--- src/design/abt_pkg.sv ---
// Shared types, codes and constants of the two-dimensional alpha-beta tracker.
package abt_pkg;

  localparam int unsigned FRAC_BITS_DEF = 16;
  localparam logic [15:0] MAX_STEPS_RST = 16'd16;

  localparam logic [1:0] CMD_INIT = 2'd0;
  localparam logic [1:0] CMD_MEAS = 2'd1;
  localparam logic [1:0] CMD_PRED = 2'd3;

  localparam logic [1:0] ST_OK      = 2'd0;
  localparam logic [1:0] ST_NO_INIT = 2'd1;
  localparam logic [1:0] ST_ZERO_DT = 2'd2;

  localparam logic [1:0] DS_VX = 2'd0;
  localparam logic [1:0] DS_VY = 2'd1;
  localparam logic [1:0] DS_GA = 2'd2;
  localparam logic [1:0] DS_GB = 2'd3;

  typedef struct packed {
    logic       latch;
    logic       decode;
    logic       mul1;
    logic       mul2;
    logic       extrap;
    logic       step_inc;
    logic       blend1;
    logic       blend2;
    logic       finish;
    logic       div_start;
    logic       div_take;
    logic [1:0] div_sel;
  } ctl_t;

  typedef struct packed {
    logic [1:0] cmd;
    logic       fin;
    logic       rdy;
    logic       dt_zero;
    logic       step_lt;
    logic       div_done;
  } sts_t;

endpackage

--- src/design/abt_ctrl.sv ---
// Controller state machine sequencing the tracker datapath for one transaction at a time.
module abt_ctrl (
  input  logic          clk_i,
  input  logic          rst_ni,
  input  logic          in_valid_i,
  output logic          in_ready_o,
  output logic          out_valid_o,
  input  logic          out_ready_i,
  input  abt_pkg::sts_t sts_i,
  output abt_pkg::ctl_t ctl_o
);

  typedef enum logic [12:0] {
    S_IDLE  = 13'h0001,
    S_DEC   = 13'h0002,
    S_ROUTE = 13'h0004,
    S_MUL1  = 13'h0008,
    S_MUL2  = 13'h0010,
    S_EXT   = 13'h0020,
    S_VX    = 13'h0040,
    S_VY    = 13'h0080,
    S_GA    = 13'h0100,
    S_GB    = 13'h0200,
    S_BL1   = 13'h0400,
    S_BL2   = 13'h0800,
    S_OUT   = 13'h1000
  } state_e;

  state_e state_q, state_d;
  logic   div_run_q, div_run_d;
  logic   out_valid_q, out_valid_d;

  always_comb begin
    logic   is_div;
    state_e nxt;
    is_div      = 1'b0;
    nxt         = S_IDLE;
    state_d     = state_q;
    div_run_d   = div_run_q;
    out_valid_d = out_valid_q;
    ctl_o       = '0;
    if (out_valid_q && out_ready_i) begin
      out_valid_d = 1'b0;
    end
    case (state_q)
      S_IDLE: begin
        if (in_valid_i) begin
          ctl_o.latch = 1'b1;
          state_d     = S_DEC;
        end
      end
      S_DEC: begin
        ctl_o.decode = 1'b1;
        state_d      = S_ROUTE;
      end
      S_ROUTE: begin
        if (sts_i.cmd == abt_pkg::CMD_INIT) begin
          if (!sts_i.fin) begin
            state_d = S_OUT;
          end else if (sts_i.dt_zero) begin
            state_d = S_GA;
          end else begin
            state_d = S_VX;
          end
        end else if (!sts_i.rdy) begin
          state_d = S_OUT;
        end else begin
          state_d = S_MUL1;
        end
      end
      S_MUL1: begin
        ctl_o.mul1 = 1'b1;
        state_d    = S_MUL2;
      end
      S_MUL2: begin
        ctl_o.mul2 = 1'b1;
        state_d    = S_EXT;
      end
      S_EXT: begin
        ctl_o.extrap = 1'b1;
        if (sts_i.cmd == abt_pkg::CMD_PRED) begin
          state_d = S_OUT;
        end else if (sts_i.step_lt) begin
          ctl_o.step_inc = 1'b1;
          state_d        = S_GA;
        end else begin
          state_d = S_BL1;
        end
      end
      S_VX: begin
        is_div        = 1'b1;
        ctl_o.div_sel = abt_pkg::DS_VX;
        nxt           = S_VY;
      end
      S_VY: begin
        is_div        = 1'b1;
        ctl_o.div_sel = abt_pkg::DS_VY;
        nxt           = (sts_i.cmd == abt_pkg::CMD_INIT) ? S_GA : S_OUT;
      end
      S_GA: begin
        is_div        = 1'b1;
        ctl_o.div_sel = abt_pkg::DS_GA;
        nxt           = S_GB;
      end
      S_GB: begin
        is_div        = 1'b1;
        ctl_o.div_sel = abt_pkg::DS_GB;
        nxt           = (sts_i.cmd == abt_pkg::CMD_INIT) ? S_OUT : S_BL1;
      end
      S_BL1: begin
        ctl_o.blend1 = 1'b1;
        state_d      = S_BL2;
      end
      S_BL2: begin
        ctl_o.blend2 = 1'b1;
        state_d      = sts_i.dt_zero ? S_OUT : S_VX;
      end
      S_OUT: begin
        if (!out_valid_q || out_ready_i) begin
          ctl_o.finish = 1'b1;
          out_valid_d  = 1'b1;
          state_d      = S_IDLE;
        end
      end
      default: state_d = S_IDLE;
    endcase
    if (is_div) begin
      if (!div_run_q) begin
        ctl_o.div_start = 1'b1;
        div_run_d       = 1'b1;
      end else if (sts_i.div_done) begin
        ctl_o.div_take = 1'b1;
        div_run_d      = 1'b0;
        state_d        = nxt;
      end
    end
  end

  always_ff @(posedge clk_i or negedge rst_ni) begin
    if (!rst_ni) begin
      state_q     <= S_IDLE;
      div_run_q   <= 1'b0;
      out_valid_q <= 1'b0;
    end else begin
      state_q     <= state_d;
      div_run_q   <= div_run_d;
      out_valid_q <= out_valid_d;
    end
  end

  assign in_ready_o  = (state_q == S_IDLE);
  assign out_valid_o = out_valid_q;

endmodule
--- config.mk ---
export PLATFORM = sky130hd
export DESIGN_NAME = abt_ctrl
export DESIGN_NICKNAME = d
export VERILOG_FILES = /design/src/design/abt_pkg.sv /design/src/design/abt_ctrl.sv
export SDC_FILE = /design/constraint.sdc
export NUM_CORES = 1
export LEC_CHECK = 0
export BUFFER_PORTS_ARGS = -buffer_cell sky130_fd_sc_hd__buf_2
export CORE_MARGIN = 3
export CORE_UTILIZATION = 53
export DETAILED_ROUTE_END_ITERATION = 6
export HOLD_SLACK_MARGIN = 0.05
export PLACE_DENSITY = 0.81
export SLEW_MARGIN = 20
export SYNTH_ARGS = -nofsm -noshare
export SYNTH_HDL_FRONTEND = slang
export SYNTH_SLANG_ARGS = --single-unit
--- constraint.sdc ---
create_clock -name clk_i -period 2.6 [get_ports clk_i]
set_input_delay 0.52 -clock clk_i [delete_from_list [all_inputs] [get_ports clk_i]]
set_output_delay 0.52 -clock clk_i [all_outputs]
set_load 0.02 [all_outputs]
==> results.txt, run 1 <==
Of the total power, the clock network draws 0.160. TritonCTS created 3 clock buffers. The synthesized cell area is 1170 µm². The share of synthesized area occupied by flip-flops and latches came out at 0.322. After synthesis, the netlist uses 50 different library cells. From synthesis to final layout, the design area changed by 15.9%.

The total power of the final layout came out at 826 µW. For this design, the slowest cell found on the critical path is sky130_fd_sc_hd__or4b_2. CTS placed an instance of sky130_fd_sc_hd__clkbuf_4 at the clock tree root.

The flop-to-flop setup slack came out at 0.66 ns. The number of antenna violations at the first check in global routing is 0. Once detailed placement completed, the half-perimeter wirelength came to 2220 µm. The internal power summed over all cells came out at 493 µW. Counting flops and latches in the post-synthesis netlist gives 15.

The share of the core filled with cells in the final layout is 0.671. The count of flip-flops with a built-in enable after synthesis came out at 0. Data on the critical path is required at its endpoint by 2.08 ns.

The fraction of power consumed by sequential logic is 0.385. The ratio of total power to cell area came out at 609 nW/µm². The final number of max-transition violations was 0. The post-detailed-route wirelength per cell came out at 16.1 µm. The congestion estimate from routability-driven global placement came to 0.887. For this run, the total global-route usage over all layers was measured as 0.226. The final layout net count is 166. Based on the critical path, the design can be clocked at up to 0.404 GHz. The flow ran to the end, and the final reports show no timing, DRC or antenna violations. The startpoint type of the worst setup path is a flop. The setup clock skew after layout is 0.00380 ns. The total die area came out at 2810 µm².

The multiplexer fraction of the synthesized cell area is 0. The synthesized instance count came out at 126. The type of the setup path with the least slack is flop to output port.

Global routing finished with a remaining overflow of 0. The net switching fraction of the power is 0.404. The first routing iteration left 73 violations.

The combinational fraction of design power came out at 0.456. The leakage power of the design came out at 0.649 nW. The critical path goes through or4b_2, nor2_2, and2_1, buf_2. The CTS tree is built.

The number of nets still failing antenna checks after routing came out at 0. Summed over all failing endpoints, the final setup total negative slack is 0 ns. The clock latency on the worst-skew pair came out at 0.28 ns.

The post-synthesis compound-gate area fraction is 0.157. The post-synthesis share of cell area spent on full adders, half adders and majority gates is 0. The measured slew at the worst slew-check pin is 0.394 ns. The top-level I/O count is 26. The share of flip-flops with an asynchronous set or reset after synthesis came out at 1.00.

The count of H-tree levels built during CTS came out at 1. The number of global-route vias before repair is 1001. The detailed-route wire length came out at 2910 µm. The maximum fanout along the worst path is 8. The height of the die is 53.0 µm.

Setup repair after global routing left no endpoint under its margin. The first-pass GRT wire length came out at 4670 µm. The portion of the clock cycle consumed by the worst path in the final layout came out at 0.952. The total count of hold-check failures in the final report is 0.

The die boundary width is 53.0 µm. The number of nets produced by synthesis came out at 137. The share of layout cells above drive strength 1 is 0.331. After floorplanning, the core was sized to cover 2020 µm².

The parity-gate share of the synthesized area counting xor and xnor cells came out at 0.0225. The layout has 165 filler cells. The vias after detailed routing came out at 1142.

IR analysis of the VDD net gives a maximum drop of 0.000484 V. Row generation in the floorplan step produced 16 rows. The data arrival at the endpoint of the critical path came out at 1.95 ns.

The main combinational cell family by area after synthesis is simple AND/OR/NAND/NOR gates. The maximum root-to-sink buffer count is 2. Using the TritonRoute via totals, the vias-per-cell ratio works out to 6.31.

The clock sink count came out at 15. The number of max-capacitance violations reported is 0. The buffers plus inverters on the worst setup path came out at 1. The count of inserted antenna diode cells is 0. Port buffering added 25 buffers.

In the routed design, unresolved DRC markers number 0. The most used flip-flop cell after synthesis is sky130_fd_sc_hd__dfrtp_1. The cell family contributing the most delay on the critical path is simple AND/OR/NAND/NOR gates. The largest net degree at the start of global routing came out at 16. The setup-violating endpoint count in the final report is 0. The number of warnings reported in the yosys synthesis log came out at 0. The relative slew slack came out at 0.737.

The starting density of the core is 0.579. The endpoint kind of the worst setup timing path is an output port. The clock slew at the register clock pins of the worst setup and hold paths is 0.09 ns. The fraction of the mapped netlist area in simple logic gates is 0.431. In this design, the stage delay of the slowest critical-path cell is 0.64 ns. The clock period could shrink to 2.47 ns. The switching power is 334 µW. In this run the worst hold path is classified as primary input to asynchronous set/reset pin. After synthesis, the mean cell area works out to 9.28 µm². The length of the first detailed-routing pass in iterations came out at 4.
registers in the layout, indices dropped and copies added, names as in the netlist:
register     cells
out_valid_o      1
state_q         13
div_run_q        1
cell families (layout without fill, tap and decap cells):
group,after synthesis,in the layout
AND/OR/NAND/NOR,75,75
AO/OA/AOI/OAI,20,20
flip-flops,15,15
buffers and inverters,13,41
XOR/XNOR,3,3
cells in the mapped netlist (all sizes together) (3+ instances only):
library cell | instances | share of area
and2 | 3 | 0.016
buf | 8 | 0.051
dfrtp | 14 | 0.30
inv | 5 | 0.016
nand2 | 7 | 0.022
nand3 | 6 | 0.030
nand4 | 6 | 0.032
nor2 | 11 | 0.037
nor2b | 5 | 0.033
nor3 | 7 | 0.034
nor4 | 7 | 0.063
nor4b | 8 | 0.065
o21ai | 3 | 0.013
or3 | 3 | 0.016
through the flow:
stage	hold slack, ns	area, µm²	setup WS, ns	std cells
finish	0.138	1360	0.126	181
global route	0.135	1360	0.0148	181
CTS	0.140	1340	0.0609	180
detailed placement	0.446	1310	0.382	176
global placement	0.445	1310	0.417	176
floorplan	0.224	1170	0.196	126
repair_timing:
item	4_1_cts	5_1_grt
setup endpoints to repair	0	6
resized for setup	0	3
buffers inserted	0	1
hold buffers	0	0
final timing paths:
kind,startpoint,to,depth (start not counted)
max in group asynchronous,rst_ni,state_q[0],1
worst max-delay path,state_q[0],ctl_o[12],4
worst max register to register,state_q[1],state_q[6],6
worst min register to register,div_run_q,div_run_q,1
min in group clk_i,in_valid_i,state_q[1],2
worst min-delay path,rst_ni,state_q[7],1
layout make-up:
class	instances	area, µm²	share of cell area
clock buffer	4	26.3	0.0194
timing repair buffer	32	178	0.131
tap	27	33.8	0.0249
multi-input combinational	98	722	0.532
sequential	15	378	0.279
inverter	5	18.8	0.0138
placed cells by master (no fill, tap or decap), drive strengths merged, types with 2 or more instances in the layout:
cell and instances:
nor2b 5, o21ai 3, buf 32, nor4 7, a32o 2, nor2 11
or3 3, or4b 2, clkbuf 4, xnor2 2, nor4b 8, and2 3
nand3 6, or3b 2, inv 5, o311ai 2, dfrtp 14, nand4 6
nand2 7, and4 2, and3 2, nor3 7, o22ai 2
per-layer routing:
metal  global-route usage  wire length, µm
met1                0.316             1250
met2                0.364             1400
met3               0.0310              234
met4               0.0596               21
met5                    0                0
power by group through the flow:
| stage | clock network [mW] | registers, mW | logic, mW |
|---|---|---|---|
| 2_1_floorplan | 0 | 0.311 | 0.253 |
| 3_3_place_gp | 0 | 0.318 | 0.346 |
| 3_5_place_dp | 0 | 0.321 | 0.352 |
| 4_1_cts | 0.135 | 0.317 | 0.354 |
| 5_1_grt | 0.148 | 0.324 | 0.406 |
| 6_report | 0.132 | 0.318 | 0.377 |
Power figures use the tool's default switching activity.
==> run 2: changes to the inputs <==
--- a/config.mk
+++ b/config.mk
@@ -5,9 +5,10 @@
 export SDC_FILE = /design/constraint.sdc
 export NUM_CORES = 1
 export LEC_CHECK = 0
+export ABC_AREA = 1
 export BUFFER_PORTS_ARGS = -buffer_cell sky130_fd_sc_hd__buf_2
 export CORE_MARGIN = 3
-export CORE_UTILIZATION = 53
+export CORE_UTILIZATION = 52
 export DETAILED_ROUTE_END_ITERATION = 6
 export HOLD_SLACK_MARGIN = 0.05
 export PLACE_DENSITY = 0.81
==> run 2 against run 1 <==
Net effect: critical path depth up 4; clock-buffer cell count unchanged; clock skew up 0.0028 ns; total power down 7.8%; routed wire length down 12%; first-iteration DRC count down 75%; critical path type unchanged; synthesized cell count up 29%.
==> results.txt, run 2 <==
The flow ran to the end, and the final reports show no timing, DRC or antenna violations. The post-detailed-route DRC marker count is 0. The setup-violating endpoint count in the final report came out at 0.

The placed instances occupy a cell area of 1240 µm². The final layout net count is 203. The tree is rooted in a sky130_fd_sc_hd__clkbuf_4. The leakage power of the design is 0.792 nW. The min-delay analysis places its worst path in the category primary input to asynchronous set/reset pin. The highest clock frequency the design can meet is 0.438 GHz.

The data required time of the critical path came out at 2.08 ns. The setup clock skew after layout is 0.00656 ns. The reg-to-reg critical path endpoint is state_q[6]. The count of flip-flops with a built-in enable after synthesis came out at 0. The total die area is 2680 µm². The overall global routing resource usage came out at 0.223. Counting instances in the post-synthesis netlist gives the leading cell types as 39 x sky130_fd_sc_hd__nand2_1, 28 x sky130_fd_sc_hd__nor2_1, 27 x sky130_fd_sc_hd__inv_1.

The share of synthesized area occupied by flip-flops and latches came out at 0.346. The first-pass GRT wire length is 4460 µm. The number of global-route vias before repair is 1090. The library cell used most frequently in the layout, excluding fill and tap cells, is sky130_fd_sc_hd__nand2_1.

In this run the worst path has a maximum fanout of 9. The worst setup path is of the flop to output port kind. From left edge to right edge, the die measures 51.8 µm. The mean number of vias per cell came out at 5.10. The number of rows created at floorplan is 15. The number of nets produced by synthesis is 173.

Entering global routing, the biggest net connects 16 pins. The startpoint identified for the worst register-to-register timing path is state_q[0]. The clock passes through at most 2 buffers. The synthesized cell area is 1090 µm². Relative to the synthesized area, the layout overhead comes to 16.8%. The sum of overflow across all layers after global routing came out at 0. In this run, the number of DRC markers left after iteration 0 of detailed routing was 18. The register with the most flip-flops in the layout has 13 of them. Of the post-synthesis cell area, the dominant cell type holds 0.322. The total count of hold-check failures in the final report came out at 0. The time the final worst path needs with I/O delays and setup came out at 2.28 ns. The number of nets still failing antenna checks after routing came out at 0. The synthesized instance count came out at 162. The vias after detailed routing is 1101. The number of max-capacitance violations reported is 0. The total power of the final layout came out at 762 µW. In the layout the commonest cells are 39 x sky130_fd_sc_hd__nand2_1, 28 x sky130_fd_sc_hd__nor2_1, 27 x sky130_fd_sc_hd__inv_1. The data arrival at the endpoint of the critical path is 1.76 ns. The largest total area in the synthesized netlist belongs to sky130_fd_sc_hd__dfrtp_1. Among all flip-flop cells after synthesis, the most frequent one is sky130_fd_sc_hd__dfrtp_1. Yosys instantiated no cell more often than sky130_fd_sc_hd__nand2_1. In the final timing run, aggregate negative setup slack is 0 ns.

The number of buffers inserted for hold repair after clock tree synthesis is 0. The number of instances resized during post-cts repair is 0. The mean instance size in the synthesized netlist came out at 6.72 µm². The number of buffer cells added on primary ports came out at 25.

In the post-synthesis netlist, the biggest area contributors are sky130_fd_sc_hd__dfrtp_1 32%, sky130_fd_sc_hd__nand2_1 13%, sky130_fd_sc_hd__nor2_1 9.7%. The pre-antenna-repair detailed-routing pass consisted of 4 iterations. Headroom to the max-slew limit came out at 0.763.

The clock latency on the worst-skew pair came out at 0.29 ns. In this run the power density over the cells is 600 nW/µm². In this run the standard cell core region covers 1840 µm². The design area is 1270 µm².

The routability congestion estimate came out at 0.899. The clock slew at the register clock pins of the worst setup and hold paths is 0.09 ns. The share of flip-flops with an asynchronous set or reset after synthesis is 1.00. The final number of max-transition violations came to 0. The starting density of the core is 0.592. VDD sags by at most 0.000527 V.

The worst register-to-register path has a depth of 9. The count of inserted antenna diode cells is 0. Setup repair after global routing left no endpoint under its margin.

The number of synthesized register bits is 15. Summed over all layers, the routed wires come to 2550 µm. state_q holds more flip-flops than any other register. 26 I/O pins were placed. The portion of the clock cycle consumed by the worst path in the final layout came out at 0.878.

The count of H-tree levels built during CTS came out at 1. The total setup buffers inserted after CTS came out at 0. Setup slack on the worst reg-to-reg path comes out at 0.97 ns.

The clock sink count came out at 15. The final worst hold slack came out at 0.125 ns. The endpoint kind of the worst setup timing path is an output port. The count of distinct cell types in the synthesized netlist is 21. TritonCTS built the clock tree. The share of layout cells above drive strength 1 came out at 0.272. The post-detailed-route wirelength per cell came out at 11.8 µm. The number of antenna violations at the first check in global routing is 0. The worst setup path is launched from a flop. Once detailed placement completed, the half-perimeter wirelength came to 2090 µm. The number of clock buffers added by TritonCTS is 3. The height of the die came out at 51.8 µm.

The measured slew at the worst slew-check pin is 0.356 ns. The number of warnings reported in the yosys synthesis log came out at 0.
==> run 2: stage by stage <==
step | worst slack [ns] | utilization | instances
global placement | 0.660 | 0.677 | 212
finish | 0.316 | 0.691 | 216
global route | 0.183 | 0.691 | 216
detailed placement | 0.632 | 0.677 | 212
CTS | 0.303 | 0.691 | 216
floorplan | 0.668 | - | 162
==> run 2: kinds of logic (layout without fill, tap and decap cells) <==
group           count (synthesis)  count (layout)  share of synthesized area
simple gates                  110             110                      0.497
compound gates                  8               8                     0.0575
flops                          15              15                      0.346
buf+inv                        29              58                      0.100
==> run 2: critical path, cell delays in order (launching register included) <==
cell	delay, ns
sky130_fd_sc_hd__dfrtp_1	0.41
sky130_fd_sc_hd__nor2_2	0.21
sky130_fd_sc_hd__nand2_4	0.13
sky130_fd_sc_hd__nor2_8	0.18
sky130_fd_sc_hd__inv_2	0.05
sky130_fd_sc_hd__nor2_2	0.13
sky130_fd_sc_hd__inv_1	0.07
sky130_fd_sc_hd__nor2_1	0.12
sky130_fd_sc_hd__buf_2	0.18
==> run 2: report_power, final <==
part | switching [mW] | internal [mW]
logic | 0.237 | 0.103
registers | 0.0211 | 0.265
clock network | 0.0773 | 0.0597
total | 0.335 | 0.427
==> run 2: final cells by class <==
type	count	area, µm²
repair buffers	25	125
clock buffers	4	26.3
well taps	25	31.3
flip-flops and latches	15	377
fillers	187	568
inverters	29	109
multi-input cells	118	603
==> run 2: worst max path at each step <==
stage | start | endpoint | slack, ns | cells after the start
detailed placement | state_q[7] | ctl_o[4] | 0.63 | 8
global placement | state_q[0] | ctl_o[2] | 0.66 | 8
global route | state_q[7] | ctl_o[4] | 0.18 | 8
CTS | state_q[7] | ctl_o[4] | 0.30 | 8
finish | state_q[7] | ctl_o[4] | 0.32 | 8
floorplan | state_q[7] | ctl_o[3] | 0.67 | 7
==> run 2: routing by layer <==
layer	global-route usage	part of all wire	vias to the layer above
li1	-	-	560
met1	0.283	0.47	501
met2	0.367	0.46	35
met3	0.0516	0.055	5
met4	0.0873	0.016	0
met5	0	0	-
